<file path="src/design/obe_fifo.sv">
// ----------------------------------------------------------------------------
// obe_fifo: small register queue
// Generic first-in first-out store with full and empty flags; the head entry
// is shown on rdata_o while empty_o is low.
// ----------------------------------------------------------------------------
`default_nettype none

module obe_fifo #(
  parameter int WIDTH = 8,
  parameter int DEPTH = 2
) (
  input  logic             clk_i,
  input  logic             rst_ni,
  input  logic             push_i,
  input  logic [WIDTH-1:0] wdata_i,
  output logic             full_o,
  input  logic             pop_i,
  output logic [WIDTH-1:0] rdata_o,
  output logic             empty_o
);

  localparam int PW = (DEPTH > 1) ? $clog2(DEPTH) : 1;
  localparam int CW = $clog2(DEPTH + 1);

  logic [WIDTH-1:0] mem_q [DEPTH];
  logic [PW-1:0]    wr_ptr_q, wr_ptr_d;
  logic [PW-1:0]    rd_ptr_q, rd_ptr_d;
  logic [CW-1:0]    count_q, count_d;
  logic             do_push, do_pop;

  assign full_o  = (count_q == CW'(DEPTH));
  assign empty_o = (count_q == '0);
  assign rdata_o = mem_q[rd_ptr_q];
  assign do_push = push_i && !full_o;
  assign do_pop  = pop_i && !empty_o;

  // Advance pointers, wrapping at the depth
  always_comb begin
    wr_ptr_d = wr_ptr_q;
    rd_ptr_d = rd_ptr_q;
    count_d  = count_q;
    if (do_push) begin
      wr_ptr_d = (wr_ptr_q == PW'(DEPTH - 1)) ? '0 : wr_ptr_q + 1'b1;
    end
    if (do_pop) begin
      rd_ptr_d = (rd_ptr_q == PW'(DEPTH - 1)) ? '0 : rd_ptr_q + 1'b1;
    end
    if (do_push && !do_pop) begin
      count_d = count_q + 1'b1;
    end else if (do_pop && !do_push) begin
      count_d = count_q - 1'b1;
    end
  end

  always_ff @(posedge clk_i or negedge rst_ni) begin
    if (!rst_ni) begin
      wr_ptr_q <= '0;
      rd_ptr_q <= '0;
      count_q  <= '0;
    end else begin
      wr_ptr_q <= wr_ptr_d;
      rd_ptr_q <= rd_ptr_d;
      count_q  <= count_d;
    end
  end

  // Store the beat at the write pointer
  always_ff @(posedge clk_i) begin
    if (do_push) begin
      mem_q[wr_ptr_q] <= wdata_i;
    end
  end

endmodule

`default_nettype wire

</file>
<file path="config.mk">
export PLATFORM = sky130hd
export DESIGN_NAME = obe_fifo
export DESIGN_NICKNAME = d
export VERILOG_FILES = /design/src/design/obe_fifo.sv
export SDC_FILE = /design/constraint.sdc
export NUM_CORES = 1
export LEC_CHECK = 0
export ABC_AREA = 1
export CORE_UTILIZATION = 55
export DETAILED_ROUTE_END_ITERATION = 8
export DONT_BUFFER_PORTS = 1
export PLACE_DENSITY = 0.7
export SYNTH_ARGS = -nofsm -noshare
export SYNTH_HDL_FRONTEND = slang
export SYNTH_SLANG_ARGS = --single-unit
</file>
<file path="constraint.sdc">
create_clock -name clk_i -period 3.2 [get_ports clk_i]
set_clock_uncertainty 0.15 [all_clocks]
set_input_delay 0.16 -clock clk_i [delete_from_list [all_inputs] [get_ports clk_i]]
set_output_delay 0.16 -clock clk_i [all_outputs]
set_load 0.1 [all_outputs]
</file>
# [After elaboration in Yosys (flattened, before gate mapping)]
# Memories as Yosys holds them, arrays and structs flattened.
# Cells that the tools add are included.
[classes] n_addsub=4 eq_ne=1 n_reduce_logical=10 n_mux=6
[ops] operator="$logic_and 1x1->1" n=4
[ops] operator="$logic_not 1->1" n=4
[ops] operator="$mux 1" n=4
[ops] operator="$mux 2" n=2
[ops] operator="$add 1x1->1 const B" n=2
[ops] operator="$add 2x1->2 const B" n=1
[ops] operator="$eq 2x2->1 const B" n=1
[ops] operator="$logic_not 2->1" n=1
[ops] operator="$reduce_bool 2->1" n=1
[ops] operator="$sub 2x1->2 const B" n=1
[totals] reg_bits=4 word_cells=25 ram_bits=16 out_inout_bits=10 input_bits=12 mem_count=1
[memory_table] name="mem_q" words=2 width=8 read_ports=1 rd_ports_with_merged_regs=0 write_ports=1 line_no="25" text="logic [WIDTH-1:0] mem_q [DEPTH];"

# [Logic depth before layout (Yosys ltp)]
[logic_depth] word_depth=7 depth_mapped=9

# [Least setup slack after synthesis]
# OpenSTA, ideal clock, no wires.
[synth_timing] path_kind="flip-flop to flip-flop" from="register count_q[0]" to="register rd_ptr_q" path_slack_ps=950 period_less_slack_ps=2250 setup_time_ps=119 stages_incl_launch_ff=4 arrival_time_ps=1981 required_time_ps=2931 path_cell_list="dfrtp_1 -> nor2_1 -> nand3b_1 -> nand2_1"
[synth_between] elab_chain_len=3
[synth_rtl] element="start: declaration" line_no="28" text="logic [CW-1:0] count_q, count_d;"
[synth_rtl] element="start signal: assignment" line_no="63" text="count_q <= count_d;"
[synth_rtl] element="$logic_not 2->1" line_no="32" text="assign empty_o = (count_q == '0);"
[synth_rtl] element="via empty_o" line_no="19" text="output logic empty_o"
[synth_rtl] element="$logic_not 1->1" line_no="35" text="assign do_pop = pop_i && !empty_o;"
[synth_rtl] element="$logic_and 1x1->1" line_no="35"
[synth_rtl] element="end signal: assignment" line_no="62" text="rd_ptr_q <= rd_ptr_d;"
[synth_rtl] element="end: declaration" line_no="27" text="logic [PW-1:0] rd_ptr_q, rd_ptr_d;"
# The timed path passes the listed nets, and every way through them passes these cells.
# A chain may end at the register's enable or synchronous reset.

# [Final worst setup path]
[layout_timing] from="register rd_ptr_q" to="output port rdata_o[4]"
[layout_between] elab_chain_len=1
[layout_rtl] element="$mem_v2 2x8"
[layout_rtl] element="end: declaration" line_no="18" text="output logic [WIDTH-1:0] rdata_o,"
# No other way between the ends.

==> out/metrics.cfg <==
[outcome]
status=complete, no violations

[clocking]
post_cts.repair.setup_buffers=0
root_buffer=clkbuf_4
holdBufCountCts=12
cts_buffers=3
path_clk_slew_ns=0.10
cts_resized=0
cts_sinks=20
clockBufferDepth=2
tritoncts=yes
htreeDepth=1
clk_latency_ns=0.29

[cells_and_area]
final_cell_mix=33 x nand2_1, 16 x edfxtp_1, 12 x dlygate4sd3_1
diodes=0
fin_area_um2=987
n_fill_cell=91
fin_nets=104
fin_cells=105
layout-drive-gt1-share_pct=10.0
areaGrowthSynthToFinish_pct=21.9
mostFrequentLayoutCell=nand2_1

[flow_run]
drv_cap=0

[sta]
hold_ws_ns=0.345
min_period_ns=2.08
hold_viol_final=0
finalCritPeriodShare_pct=64.8
rsz0062_at_grt=false
tightest_slew_ns=0.918
finalMaxSlewViolations=0
setup_viol=0
fin_setup_tns_ns=0
clock.fmax_ghz=0.482
max-slew-margin-rel_pct=38.7

[critical_path]
max_stage_delay_ns=0.68
crit_path_start=rd_ptr_q$_DFFE_PN0P_
critPathArrivalTime_ns=1.77
r2r_start=count_q[1]$_DFFE_PN0P_
path_cells=inv_2 > nand2_1 > nand2_1
cp_num_buf_inv=1
cp_common_cell=nand2_1
crit_family=simple AND/OR/NAND/NOR gates
worstPathRequired_ns=2.89
startpoint_type=flop
worst_path_max_delay_cell=nand2_1
critical_path.max_fanout=10
endpoint_kind=output pin
path_class=flop to output pin

[yosys]
syn_avg_cell_area_um2=11.1
synthCells=73
ys_warn_count=0
ys_ff_latch=20
synth.yosys.seq_area_share_pct=71.7
ys_types=14
syn-num-nets=86
syn-cell-area_um2=810
synthTopCellsByArea=edfxtp_1 59%, nand2_1 15%, dfrtp_1 12%, inv_1 3.2%, ha_1 1.5%
synth_top_area_share_pct=59.4
synth_top_area_cell=edfxtp_1

[global_routing]
grt_max_degree=12
grt_pass1_wl_mm=2.20
overflow=0
grt_antenna_before_repair=0
track_usage_pct=22.3
first_global_vias=501

[route]
drt_wl_total_mm=1.47
initialDrtViolationCount=12
drtPass1Iterations=4
drcViolationCount=0
ant_nets=0
vias=544
post_drt_via_cell_ratio=5.18
avgRoutedWirePerCell_um=14.0

[die]
core_area_um2=1330
floorplan.initialDensity_pct=60.7
die_h_um=40.4
pin_count=22
fp.dieW_um=40.4
dieArea_um2=1630
rows=13

[worst_hold_path]
worstHoldStart=wr_ptr_q$_DFFE_PN0N_
hold_path_class=flop to flop

[placement]
port_buffers=0
place_inst=89
place_congestion=0.825
place_area_um2=841

## routing by layer
| layer | part of all wire [%] | track usage, % |
|---|---|---|
| met3 | 5.9 | 5.00 |
| met2 | 51 | 37.3 |
| met5 | 0 | 0 |
| met1 | 41 | 26.7 |
| met4 | 1.3 | 11.7 |
## layout make-up
type	count	area (µm²)	area share, %
multi-input combinational	44	196	19.9
clock buffer	3	22.5	2.28
clock inverter	1	3.75	0.380
timing repair buffer	14	135	13.7
sequential	20	581	58.8
inverter	8	30.0	3.04
tap	15	18.8	1.90
## logic make-up after synthesis
kind of cell / synth area share, %
xor gates and xnor gates: 1.08
and+or+nand+nor: 20.1
AOI/OAI and AO/OA: 1.24
DFF: 71.7
buffers and inverters: 4.33
adders and majority gates: 1.55
## synth_stat cells, drive strengths merged
cell type	count
dfrtp	4
nor2	4
xnor2	1
nand4	1
edfxtp	16
buf	1
nand2	33
nand3b	1
o21ai	2
nand3	1
ha	1
inv	8
## tightest hold or removal path, stage by stage (launching register included)
cell	delay (ns)
dfrtp_1	0.36
nand2_1	0.05
nand2_1	0.06
## state kept, by name (all words and copies together), names as in the netlist
signal	flops
mem_q	16
count_q	2
wr_ptr_q	1
rd_ptr_q	1
## final timing paths
check / end / slack (ns) / cells past startpoint
worst min register to register: wr_ptr_q$_DFFE_PN0N_ / 0.35 / 2
worst max register to register: count_q[1]$_DFFE_PN0P_ / 1.31 / 9
worst min-delay path: wr_ptr_q$_DFFE_PN0N_ / 0.35 / 2
min in group asynchronous: wr_ptr_q$_DFFE_PN0N_ / 0.54 / 2
max in group asynchronous: rd_ptr_q$_DFFE_PN0P_ / 2.18 / 2
worst max-delay path: rdata_o[4] / 1.12 / 3
## metrics by stage
step | setup slack [ns] | utilization (%)
2_1_floorplan | 0.950 | -
6_report | 1.12 | 74.0
4_1_cts | 1.10 | 74.0
3_5_place_dp | 1.41 | 63.0
3_3_place_gp | 1.45 | 63.0
5_1_grt | 1.04 | 74.0
Power is left out: the tool's default activity adds up to more than one toggle a clock period on the data nets, which glitch-free logic cannot reach.
